File: config.mk
export PLATFORM = sky130hd
export DESIGN_NAME = decimal_numeral_parser
export DESIGN_NICKNAME = d
export VERILOG_FILES = /design/src/hw/rtl/dnp_pkg.sv /design/src/hw/rtl/decimal_numeral_parser.sv /design/src/hw/rtl/dnp_in_stage.sv /design/src/hw/rtl/dnp_parse_core.sv
export VERILOG_INCLUDE_DIRS = /design/src /design/src/hw/rtl
export SDC_FILE = /design/constraint.sdc
export NUM_CORES = 1
export LEC_CHECK = 0
export CAP_MARGIN = 30
export CORE_ASPECT_RATIO = 0.8
export CORE_MARGIN = 1.5
export CORE_UTILIZATION = 39
export CTS_BUF_LIST = sky130_fd_sc_hd__clkbuf_16
export DETAILED_ROUTE_END_ITERATION = 12
export DONT_BUFFER_PORTS = 1
export PLACE_DENSITY = 0.6
export SLEW_MARGIN = 20
export SYNTH_ARGS = -nofsm -noshare
export SYNTH_HDL_FRONTEND = slang
export SYNTH_SLANG_ARGS = --single-unit
File: constraint.sdc
create_clock -name clock -period 5.7 [get_ports clock]
set_clock_uncertainty 0.2 [all_clocks]
set_input_delay 0.855 -clock clock [delete_from_list [all_inputs] [get_ports clock]]
set_output_delay 0.855 -clock clock [all_outputs]
set_load 0.05 [all_outputs]
File: src/hw/rtl/decimal_numeral_parser_assert.svh
// ----------------------------------------------------------------------------
// Decimal numeral parser assertion macros
// Concurrent assertion helpers that are compiled out when SYNTH is defined.
// ----------------------------------------------------------------------------
`ifndef DECIMAL_NUMERAL_PARSER_ASSERT_SVH
`define DECIMAL_NUMERAL_PARSER_ASSERT_SVH

`ifndef SYNTH
// Same-cycle implication, sampled on clock and disabled during reset.
`define DNP_ASSERT_IMP(label, ante, cons) \
   label: assert property (@(posedge clock) disable iff (reset) (ante) |-> (cons)) \
      else $error("dnp: same-cycle check failed");
// Next-cycle implication, sampled on clock and disabled during reset.
`define DNP_ASSERT_NEXT(label, ante, cons) \
   label: assert property (@(posedge clock) disable iff (reset) (ante) |=> (cons)) \
      else $error("dnp: next-cycle check failed");
`else
`define DNP_ASSERT_IMP(label, ante, cons)
`define DNP_ASSERT_NEXT(label, ante, cons)
`endif

`endif

File: src/hw/rtl/dnp_pkg.sv
// ----------------------------------------------------------------------------
// Decimal numeral parser package
// Shared item types, register indexes, status codes and character constants.
// ----------------------------------------------------------------------------
`default_nettype none

package dnp_pkg;

   // Field widths fixed by the item formats.
   localparam int CH_WIDTH       = 8;
   localparam int MAG_WIDTH      = 64;
   localparam int MANT_WIDTH     = 64;
   localparam int COUNT_WIDTH    = 5;
   localparam int STATUS_WIDTH   = 2;
   localparam int CSR_IDX_WIDTH  = 2;
   localparam int CSR_DATA_WIDTH = 5;

   // Defaults for the top-level parameters.
   localparam int ACC_WIDTH_DEFAULT           = 64;
   localparam int MAX_FRACTION_DIGITS_DEFAULT = 19;

   // Register reset values.
   localparam logic                   FRACTION_ENABLE_RESET = 1'b1;
   localparam logic [COUNT_WIDTH-1:0] FRACTION_LIMIT_RESET  = 5'd19;

   // Configuration register indexes.
   typedef enum logic [CSR_IDX_WIDTH-1:0] {
      CSR_FRACTION_ENABLE = 2'd0,
      CSR_FRACTION_LIMIT  = 2'd1
   } csr_index_type;

   // Result status codes.
   localparam logic [STATUS_WIDTH-1:0] STATUS_OK       = 2'd0;
   localparam logic [STATUS_WIDTH-1:0] STATUS_NO_DIGIT = 2'd1;
   localparam logic [STATUS_WIDTH-1:0] STATUS_NO_FRAC  = 2'd2;

   // ASCII characters the parser reacts to.
   localparam logic [CH_WIDTH-1:0] CHAR_ZERO  = 8'h30;
   localparam logic [CH_WIDTH-1:0] CHAR_NINE  = 8'h39;
   localparam logic [CH_WIDTH-1:0] CHAR_SPACE = 8'h20;
   localparam logic [CH_WIDTH-1:0] CHAR_MINUS = 8'h2D;
   localparam logic [CH_WIDTH-1:0] CHAR_PLUS  = 8'h2B;
   localparam logic [CH_WIDTH-1:0] CHAR_POINT = 8'h2E;

   // One input item: a character and the end-of-buffer flag.
   typedef struct packed {
      logic [CH_WIDTH-1:0] ch;
      logic                last;
   } req_item_type;

   // One result item.
   typedef struct packed {
      logic                    negative;
      logic [MAG_WIDTH-1:0]    integer_magnitude;
      logic [MANT_WIDTH-1:0]   fraction_mantissa;
      logic [COUNT_WIDTH-1:0]  fraction_count;
      logic [STATUS_WIDTH-1:0] status;
   } rsp_item_type;

   // Input stage to parse core: the held item and its valid flag.
   typedef struct packed {
      logic         valid;
      req_item_type item;
   } stage_type;

endpackage

`default_nettype wire

File: src/hw/rtl/decimal_numeral_parser.sv
// ----------------------------------------------------------------------------
// Decimal numeral parser
// Parses a signed ASCII decimal number, one character per item.
// ----------------------------------------------------------------------------
// The parser takes one character every clock cycle while input is not
// stalled. Each accepted item is held in an input register, then the state
// machine and the times-ten accumulators advance and, on a buffer's last
// character, the result register is loaded. The accumulate loop (two shifts
// and a 64-bit add) sets the clock rate; a waiting result stalls input only
// when the next buffer's last character reaches the core. Write the
// configuration registers only while no item is held in the parser and no
// result waits to be taken.
`default_nettype none

module decimal_numeral_parser #(
   parameter int ACC_WIDTH           = dnp_pkg::ACC_WIDTH_DEFAULT,
   parameter int MAX_FRACTION_DIGITS = dnp_pkg::MAX_FRACTION_DIGITS_DEFAULT
) (
   input  wire logic                                clock,
   input  wire logic                                reset,
   input  wire logic                                req_valid,
   output logic                                     req_ready,
   input  wire dnp_pkg::req_item_type               req_item,
   output logic                                     rsp_valid,
   input  wire logic                                rsp_ready,
   output dnp_pkg::rsp_item_type                    rsp_item,
   input  wire logic                                csr_wen,
   input  wire logic [dnp_pkg::CSR_IDX_WIDTH-1:0]   csr_index,
   input  wire logic [dnp_pkg::CSR_DATA_WIDTH-1:0]  csr_wdata
);
   import dnp_pkg::*;

   logic                   fraction_enable_ff;
   logic [COUNT_WIDTH-1:0] fraction_limit_ff;
   stage_type              stage;
   logic                   advance;

   // Configuration registers; writes to unused indexes are dropped.
   always_ff @(posedge clock) begin
      if (reset) begin
         fraction_enable_ff <= FRACTION_ENABLE_RESET;
         fraction_limit_ff  <= FRACTION_LIMIT_RESET;
      end else if (csr_wen) begin
         case (csr_index)
            CSR_FRACTION_ENABLE: fraction_enable_ff <= csr_wdata[0];
            CSR_FRACTION_LIMIT:  fraction_limit_ff  <= csr_wdata[COUNT_WIDTH-1:0];
            default: begin
               fraction_enable_ff <= fraction_enable_ff;
            end
         endcase
      end
   end

   // Input register.
   dnp_in_stage u_in_stage (
      .clock     (clock),
      .reset     (reset),
      .req_valid (req_valid),
      .req_ready (req_ready),
      .req_item  (req_item),
      .advance   (advance),
      .stage     (stage)
   );

   // Parse state machine and result register.
   dnp_parse_core #(
      .ACC_WIDTH           (ACC_WIDTH),
      .MAX_FRACTION_DIGITS (MAX_FRACTION_DIGITS)
   ) u_parse_core (
      .clock           (clock),
      .reset           (reset),
      .stage           (stage),
      .advance         (advance),
      .fraction_enable (fraction_enable_ff),
      .fraction_limit  (fraction_limit_ff),
      .rsp_valid       (rsp_valid),
      .rsp_ready       (rsp_ready),
      .rsp_item        (rsp_item)
   );

endmodule

`default_nettype wire

File: src/hw/rtl/dnp_in_stage.sv
// ----------------------------------------------------------------------------
// Decimal numeral parser input stage
// Registers one accepted item and holds it until the parse core takes it.
// ----------------------------------------------------------------------------
`default_nettype none

module dnp_in_stage (
   input  wire logic                 clock,
   input  wire logic                 reset,
   input  wire logic                 req_valid,
   output logic                      req_ready,
   input  wire dnp_pkg::req_item_type req_item,
   input  wire logic                 advance,
   output dnp_pkg::stage_type        stage
);
   import dnp_pkg::*;

   logic         valid_ff;
   logic         valid_in;
   req_item_type item_ff;

   // A new item enters when the stage is empty or drains in this cycle.
   assign req_ready = !valid_ff || advance;

   always_comb begin
      if (req_valid && req_ready) begin
         valid_in = 1'b1;
      end else if (advance) begin
         valid_in = 1'b0;
      end else begin
         valid_in = valid_ff;
      end
   end

   always_ff @(posedge clock) begin
      if (reset) begin
         valid_ff <= 1'b0;
      end else begin
         valid_ff <= valid_in;
      end
      if (req_valid && req_ready) begin
         item_ff <= req_item;
      end
   end

   assign stage.valid = valid_ff;
   assign stage.item  = item_ff;

endmodule

`default_nettype wire

File: src/hw/rtl/dnp_parse_core.sv
// ----------------------------------------------------------------------------
// Decimal numeral parser core
// Per-character state machine, accumulators and the result register.
// ----------------------------------------------------------------------------
`default_nettype none

`include "decimal_numeral_parser_assert.svh"

module dnp_parse_core #(
   parameter int ACC_WIDTH           = dnp_pkg::ACC_WIDTH_DEFAULT,
   parameter int MAX_FRACTION_DIGITS = dnp_pkg::MAX_FRACTION_DIGITS_DEFAULT
) (
   input  wire logic                                 clock,
   input  wire logic                                 reset,
   input  wire dnp_pkg::stage_type                   stage,
   output logic                                      advance,
   input  wire logic                                 fraction_enable,
   input  wire logic [dnp_pkg::COUNT_WIDTH-1:0]      fraction_limit,
   output logic                                      rsp_valid,
   input  wire logic                                 rsp_ready,
   output dnp_pkg::rsp_item_type                     rsp_item
);
   import dnp_pkg::*;

   typedef enum logic [2:0] {
      PH_SPACE = 3'd0,
      PH_SIGN  = 3'd1,
      PH_INT   = 3'd2,
      PH_POINT = 3'd3,
      PH_FRAC  = 3'd4,
      PH_DONE  = 3'd5,
      PH_ERROR = 3'd6
   } phase_type;

   localparam logic [COUNT_WIDTH-1:0] MAX_DIGITS = COUNT_WIDTH'(MAX_FRACTION_DIGITS);

   // Parse state.
   phase_type               phase_ff, phase_in;
   logic                    minus_ff, minus_in;
   logic [ACC_WIDTH-1:0]    int_acc_ff, int_acc_in;
   logic [MANT_WIDTH-1:0]   frac_acc_ff, frac_acc_in;
   logic [COUNT_WIDTH-1:0]  frac_cnt_ff, frac_cnt_in;
   logic [STATUS_WIDTH-1:0] err_ff, err_in;

   // Result register.
   logic                    rsp_valid_ff, rsp_valid_in;
   rsp_item_type            rsp_item_ff, rsp_item_in;

   logic                    fire;
   logic                    is_digit;
   logic [3:0]              digit;
   logic [ACC_WIDTH-1:0]    int_step;
   logic [MANT_WIDTH-1:0]   frac_step;
   logic [COUNT_WIDTH-1:0]  limit_eff;
   logic [STATUS_WIDTH-1:0] status;
   logic [CH_WIDTH-1:0]     ch;

   // A held item moves on unless it ends a buffer while a result waits untaken.
   assign advance = stage.valid &&
                    (!stage.item.last || !rsp_valid_ff || rsp_ready);
   assign fire    = advance;
   assign ch      = stage.item.ch;

   // Digit decode and the times-ten accumulate as two shifts and an add.
   assign is_digit  = (ch >= CHAR_ZERO) && (ch <= CHAR_NINE);
   assign digit     = is_digit ? ch[3:0] : 4'd0;
   assign int_step  = (int_acc_ff << 3) + (int_acc_ff << 1) + ACC_WIDTH'(digit);
   assign frac_step = (frac_acc_ff << 3) + (frac_acc_ff << 1) + MANT_WIDTH'(digit);
   assign limit_eff = (fraction_limit > MAX_DIGITS) ? MAX_DIGITS : fraction_limit;

   // Next state for the character held in the input stage.
   always_comb begin
      phase_in    = phase_ff;
      minus_in    = minus_ff;
      int_acc_in  = int_acc_ff;
      frac_acc_in = frac_acc_ff;
      frac_cnt_in = frac_cnt_ff;
      err_in      = err_ff;
      case (phase_ff)
         PH_SPACE: begin
            if (ch == CHAR_SPACE) begin
               phase_in = PH_SPACE;
            end else if (ch == CHAR_MINUS) begin
               minus_in = 1'b1;
               phase_in = PH_SIGN;
            end else if (ch == CHAR_PLUS) begin
               phase_in = PH_SIGN;
            end else if (is_digit) begin
               int_acc_in = ACC_WIDTH'(digit);
               phase_in   = PH_INT;
            end else begin
               err_in   = STATUS_NO_DIGIT;
               phase_in = PH_ERROR;
            end
         end
         PH_SIGN: begin
            if (is_digit) begin
               int_acc_in = ACC_WIDTH'(digit);
               phase_in   = PH_INT;
            end else begin
               err_in   = STATUS_NO_DIGIT;
               phase_in = PH_ERROR;
            end
         end
         PH_INT: begin
            if (is_digit) begin
               int_acc_in = int_step;
            end else if (ch == CHAR_POINT && fraction_enable) begin
               phase_in = PH_POINT;
            end else begin
               phase_in = PH_DONE;
            end
         end
         PH_POINT: begin
            if (is_digit) begin
               if (limit_eff != '0) begin
                  frac_acc_in = MANT_WIDTH'(digit);
                  frac_cnt_in = COUNT_WIDTH'(1);
               end
               phase_in = PH_FRAC;
            end else begin
               err_in   = STATUS_NO_FRAC;
               phase_in = PH_ERROR;
            end
         end
         PH_FRAC: begin
            if (is_digit && frac_cnt_ff < limit_eff) begin
               frac_acc_in = frac_step;
               frac_cnt_in = frac_cnt_ff + COUNT_WIDTH'(1);
            end else begin
               phase_in = PH_DONE;
            end
         end
         default: begin
            phase_in = phase_ff;
         end
      endcase
   end

   // Status and result fields taken from the state after the last character.
   always_comb begin
      case (phase_in)
         PH_SPACE: status = STATUS_NO_DIGIT;
         PH_SIGN:  status = STATUS_NO_DIGIT;
         PH_POINT: status = STATUS_NO_FRAC;
         PH_ERROR: status = err_in;
         default:  status = STATUS_OK;
      endcase
      if (status == STATUS_OK) begin
         rsp_item_in.negative          = minus_in;
         rsp_item_in.integer_magnitude = MAG_WIDTH'(int_acc_in);
         rsp_item_in.fraction_mantissa = frac_acc_in;
         rsp_item_in.fraction_count    = frac_cnt_in;
      end else begin
         rsp_item_in.negative          = 1'b0;
         rsp_item_in.integer_magnitude = '0;
         rsp_item_in.fraction_mantissa = '0;
         rsp_item_in.fraction_count    = '0;
      end
      rsp_item_in.status = status;
   end

   // The result register fills on a last item and empties when taken.
   always_comb begin
      if (fire && stage.item.last) begin
         rsp_valid_in = 1'b1;
      end else if (rsp_ready) begin
         rsp_valid_in = 1'b0;
      end else begin
         rsp_valid_in = rsp_valid_ff;
      end
   end

   // State and result registers; a last item returns the parser to its start.
   always_ff @(posedge clock) begin
      if (reset) begin
         phase_ff     <= PH_SPACE;
         minus_ff     <= 1'b0;
         int_acc_ff   <= '0;
         frac_acc_ff  <= '0;
         frac_cnt_ff  <= '0;
         err_ff       <= STATUS_OK;
         rsp_valid_ff <= 1'b0;
      end else begin
         rsp_valid_ff <= rsp_valid_in;
         if (fire) begin
            if (stage.item.last) begin
               phase_ff    <= PH_SPACE;
               minus_ff    <= 1'b0;
               int_acc_ff  <= '0;
               frac_acc_ff <= '0;
               frac_cnt_ff <= '0;
               err_ff      <= STATUS_OK;
               rsp_item_ff <= rsp_item_in;
            end else begin
               phase_ff    <= phase_in;
               minus_ff    <= minus_in;
               int_acc_ff  <= int_acc_in;
               frac_acc_ff <= frac_acc_in;
               frac_cnt_ff <= frac_cnt_in;
               err_ff      <= err_in;
            end
         end
      end
   end

   assign rsp_valid = rsp_valid_ff;
   assign rsp_item  = rsp_item_ff;

   // A character that does not end a buffer never raises a result.
   `DNP_ASSERT_NEXT(a_no_result_mid_buffer, fire && !stage.item.last && !rsp_valid_ff, !rsp_valid_ff)
   // A buffer's last character always leaves a result waiting.
   `DNP_ASSERT_NEXT(a_result_on_last, fire && stage.item.last, rsp_valid_ff)
   // After a buffer ends the parser is back at its starting state.
   `DNP_ASSERT_NEXT(a_restart_after_last, fire && stage.item.last, phase_ff == PH_SPACE && int_acc_ff == '0 && frac_cnt_ff == '0)
   // While still skipping spaces nothing has been gathered.
   `DNP_ASSERT_IMP(a_space_is_clean, phase_ff == PH_SPACE, int_acc_ff == '0 && !minus_ff && err_ff == STATUS_OK)
   // An error result carries no number.
   `DNP_ASSERT_IMP(a_error_fields_zero, rsp_valid_ff && rsp_item_ff.status != STATUS_OK, !rsp_item_ff.negative && rsp_item_ff.integer_magnitude == '0 && rsp_item_ff.fraction_count == '0)

endmodule

`default_nettype wire

== Yosys cells after proc, flatten, opt, wreduce, memory -nomap -nowiden ==
Index checks and enable logic that the tools add are counted.
W data, S select, Z words.

* Input bits: 21
* Logic and storage cells: 107
* Register bits: 292
* Output and inout bits: 138

* Bitwise gates (word level): 1
* $add $sub $neg: 5
* $lt $le $gt $ge: 4
* Reductions and logical operators: 23
* Equal/unequal tests: 12
* Muxes and demuxes: 45

{| class="wikitable"
|+ Operator list
! kind !! number
|-
| $mux W64 || 10
|-
| $pmux W64 S3 || 1
|-
| $add A64 B4 Y64 || 2
|-
| $add A64 B64 Y64 || 2
|-
| $pmux W64 S2 || 1
|-
| $eq A8 B6 Y1 const B || 4
|-
| $mux W5 || 5
|-
| $mux W3 || 8
|-
| $pmux W3 S5 || 1
|-
| $mux W2 || 7
|-
| $pmux W2 S3 || 2
|-
| $pmux W5 S2 || 1
|-
| $eq A3 B2 Y1 const B || 3
|-
| $ge A8 B6 Y1 const B || 1
|-
| $le A8 B6 Y1 const B || 1
|-
| $mux W1 || 8
|-
| $eq A3 B1 Y1 const B || 2
|-
| $eq A3 B3 Y1 const B || 2
|-
| $logic_and A1 B1 Y1 || 6
|-
| $logic_not A3 Y1 || 2
|-
| $add A5 B1 Y5 const B || 1
|-
| $gt A5 B5 Y1 const B || 1
|-
| $lt A5 B5 Y1 || 1
|-
| $reduce_bool A5 Y1 || 1
|-
| 10 further kinds || 17
|}

== Longest topological paths before layout ==
* Depth in word-level cells: 11
* Gate-level depth with buffers: 20
* Depth with buffers taken out: 19

== By module ==
Synthesis repeated with hierarchy kept, for this count alone.

* Cells, all modules: 2310
* Area, all modules: 20796.2 µm²

{| class="wikitable"
|+ By module, submodules not included
! module !! area an instance (µm²) !! sequential area each (µm²) !! times used !! cells an instance
|-
| dnp_parse_core || 20199.4 || 6886.6 || 1 || 2268
|-
| dnp_in_stage || 332.8 || 290.3 || 1 || 15
|-
| decimal_numeral_parser || 264.0 || 120.1 || 1 || 27
|}

== Worst setup path before layout ==
No wires, ideal clock.

* Path kind: input port to flip-flop
* Start point: in rsp_ready
* End point: reg u_parse_core.rsp_item_ff, in the netlist u_parse_core.rsp_item[0], enable pin
* Buffers on the path: 1
* Library setup time: 0.513 ns
* Arrival: 4.507 ns
* Path slack: 0.479 ns
* Stages: 5
* Required time: 4.987 ns
* Path through: nor2b_1 > nand2_1 > and2_1 > clkbuf_1 > and3_1

* Word-level cells in the longest chain between the ends: 3

{| class="wikitable"
|+ RTL lines
! item !! RTL line !! text
|-
| from (decl) || decimal_numeral_parser.sv:25 || <nowiki>input wire logic rsp_ready,</nowiki>
|-
| $logic_or A1 B1 Y1 || dnp_parse_core.sv:60 || <nowiki>(!stage.item.last || !rsp_valid_ff || rsp_ready);</nowiki>
|-
| $logic_and A1 B1 Y1 || dnp_parse_core.sv:59 || <nowiki>assign advance = stage.valid &&</nowiki>
|-
| $reduce_and A3 Y1 (no line) || - ||
|-
| to (signal assigned) || dnp_parse_core.sv:194 || <nowiki>rsp_item_ff <= rsp_item_in;</nowiki>
|-
| to (decl) || dnp_parse_core.sv:47 || <nowiki>rsp_item_type rsp_item_ff, rsp_item_in;</nowiki>
|}

Every way passes these cells.
A chain may end at the register's enable or synchronous reset.

== Worst setup path in the final report ==
* Start point: reg u_in_stage.item_ff, in the netlist u_in_stage.stage[3]
* End point: reg u_parse_core.rsp_item_ff, in the netlist u_parse_core.rsp_item[133], data pin

* Word-level cells in the longest chain between the ends: 11
* Elaborated cells on any way between the ends: 39
* Classes of those cells: add/sub: 1; order compare: 2; eq/ne: 7; mux: 23; reduce/logical: 6

{| class="wikitable"
|+ RTL lines
! item !! RTL line !! text
|-
| from (decl) || dnp_in_stage.sv:20 || <nowiki>req_item_type item_ff;</nowiki>
|-
| from (signal assigned) || dnp_in_stage.sv:42 || <nowiki>item_ff <= req_item;</nowiki>
|-
| parallel branches: the longest is 11 deep, another holds $add A64 B4 Y64 || - ||
|}

Several ways; the timed one is not identified.

==> reports/metrics.yaml <==
status: "finished clean"
cts.sinks: 292
synth_nets: 2508
drt_iter0_markers: 1569
h-tree-depth: 2
core_area_sq_um: 51020
cts-buffers-inserted: 35
max_slew_margin_pct: 36.65
antenna_found_initial: 0
syn_inst: 2234
dp_cells: 2831
ys_types: 86
cts_tree: "yes"
cts_root_buffer: "clkbuf_16"
hold_viol_final: 0
slew_violations: 0
maxClockFrequency_ghz: 0.1889
crit_path_end_kind: "register"
ys_seq_area_share_pct: 36.28
drive_above_1_share_pct: 6.332
port_buffers: 0
area_delta_synth_final_pct: 8.876
layout.nets: 2460
first_pass_iters: 7
synth.top_cells.by_count: "258 x nor2_1, 251 x ha_1, 226 x a21oi_1, 223 x nand2_1, 147 x dfxtp_1"
cap_viol_max_count: 0
start_kind: "register"
fillerInstances: 5022
yosys_warnings: 0
vdd_drop_max_mv: 0.1684
path_clk_slew_ns: 0.06
start_util_pct: 39.43
powerDensity_nw_per_um2: 209.9
grt_max_degree: 77
cp.required_ns: 5.75
totalWireLength_um: 59880
grt_setup_unrepaired: "false"
min_period_ns: 5.295
grt_usage_pct: 22.28
worstPathMaxFanout: 4
min_path_type: "primary input to register"
dieArea_sq_um: 52960
boundaryPins: 159
grt_remaining_overflow: 0
finalWeightedCongestion: 0.9039
wire_per_inst_um: 20.68
diodes: 0
synth_largest_area_cell: "edfxtp_1"
synthArstFlopShare_pct: 0
stdcell_count: 2895
syn_avg_cell_area_sq_um: 9.004
clk_latency_ns: 0.55
worstMarginPinSlew_ns: 0.9480
post_cts_buffers: 0
synth_ff_type: "dfxtp_1"
ant_nets: 0
synth_area_leaders: "edfxtp_1 22%, ha_1 16%, dfxtp_1 15%, a21oi_1 5.6%, nor2_1 4.8%"
grt_pass1_vias: 16587
hpwl_um: 42860
setup_tns_ns: 0
grt_pass1_wl_um: 94560
num_rows: 74
synth_top_cell_area_share_pct: 21.65
arrival_ns: 5.34
num_vias: 17144
hold_buffers: 0
via_per_inst: 5.922
final.period_utilization_pct: 92.89
critical_path_class: "register to register"
die_h_um: 206.1
ys_ff_latch: 292
chipWidth_um: 256.9
drc_errors: 0
synth_most_common_cell: "nor2_1"
cts.path.max_buffers: 3
synth_edf_count: 145
finalSetupViolations: 0
syn_area_sq_um: 20120
power_leakage_nw: 9.480
-- placed cells by master (no fill, tap or decap), types with 21 or more instances in the layout --
master     netlist  final
dfxtp_1        147    147
a31oi_1         34     34
ha_1           251    251
a21o_1          71     71
edfxtp_1       145    145
o21ai_0        120    119
nand2_1        223    220
and3_1          27     26
inv_1           28     34
a22oi_1         64     64
a22o_1          29     29
buf_4            2     24
nor2_1         258    253
a21oi_1        226    226
and2_1          24     24
nand3_1         49     49
o21bai_1        21     21
nand4_1         24     24
clkbuf_16        0     35
xor2_1          50     50
xnor2_1         71     71
-- metrics by stage --
stage	worst slack (ns)	utilization, %	hold WS [ns]	cell area [sq um]	power [mW]
final	0.4051	42.93	0.1745	21900	4.598
after global routing	0.08068	42.93	0.1586	21900	4.735
after floorplan	0.4794	-	0.2414	20120	2.422
after CTS	0.3096	42.88	0.1566	21880	4.641
after detailed placement	0.3349	40.80	0.2626	20820	2.505
after global placement	0.5215	40.72	0.2556	20780	2.492
-- final timing paths --
kind / cells past startpoint / end / startpoint / slack, ns
min reg2reg: 2 / u_parse_core.minus_ff / u_parse_core.minus_ff / 0.27
min: 1 / u_parse_core.int_acc_ff[27] / reset / 0.17
max reg2reg: 18 / u_parse_core.rsp_item[133] / u_in_stage.stage[3] / 0.41
max: 18 / u_parse_core.rsp_item[133] / u_in_stage.stage[3] / 0.41
-- registers in the layout, indices dropped and copies added (netlist names) --
signal / cells
u_parse_core.rsp_valid: 1
u_parse_core.minus_ff: 1
u_parse_core.int_acc_ff: 64
u_in_stage.stage: 9
fraction_enable_ff: 1
fraction_limit_ff: 5
u_parse_core.frac_acc_ff: 64
u_parse_core.rsp_item: 136
u_parse_core.phase_ff: 3
u_in_stage.valid_ff: 1
u_parse_core.err_ff: 2
u_parse_core.frac_cnt_ff: 5
-- per-layer routing --
| layer | GRT usage [%] | vias up | part of all wire (%) |
|---|---|---|---|
| met5 | 0 | - | 0 |
| li1 | - | 8241 | - |
| met3 | 3.802 | 82 | 6.0 |
| met4 | 6.492 | 0 | 2.3 |
| met2 | 34.26 | 538 | 43 |
| met1 | 31.93 | 8283 | 49 |
-- critical path: stages, from the launching register on --
cell and delay (ns):
edfxtp_1 0.40, o21ai_0 0.24, nand2_1 0.12, nor2_2 0.22
nand2_1 0.14, xnor2_1 0.16, ha_1 0.35, fa_1 0.47
a21oi_1 0.26, o22ai_1 0.17, a31oi_2 0.22, a31oi_2 0.24
a211oi_4 0.42, o41ai_2 0.14, a221o_1 0.40, a211o_1 0.33
a41oi_2 0.19, xor2_1 0.22, a211oi_1 0.10
-- area by class of cell --
cell class / count / area, sq um / share of cell area [%]
repair buffers: 28 / 250.2 / 1.143
clock inverters: 27 / 183.9 / 0.8398
flip-flops and latches: 292 / 7297 / 33.32
clock buffers: 35 / 875.8 / 3.999
inverters: 28 / 105.1 / 0.4799
well taps: 684 / 855.8 / 3.908
multi-input cells: 1801 / 12330 / 56.31
-- repair_timing --
| item | in CTS | in global routing |
|---|---|---|
| hold endpoints to repair | 0 | 0 |
| setup endpoints to repair | 0 | 1 |
| resized for setup | 0 | 1 |
-- logic make-up (layout without fill, tap and decap cells) --
family	Yosys count	after routing	synth area share, %
DFF	292	292	36.28
muxes	7	7	0.3546
adders and majority gates	253	253	15.81
and+or+nand+nor	685	685	15.13
AOI/OAI and AO/OA	735	735	24.40
buffers and inverters	141	118	2.762
xor gates and xnor gates	121	121	5.268
-- power breakdown --
part | switching (mW) | total (mW) | internal [mW]
clock network | 0.925 | 2.14 | 1.21
registers | 0.0408 | 2.25 | 2.21
logic | 0.168 | 0.213 | 0.0455
(Power assumes the default switching activity.)
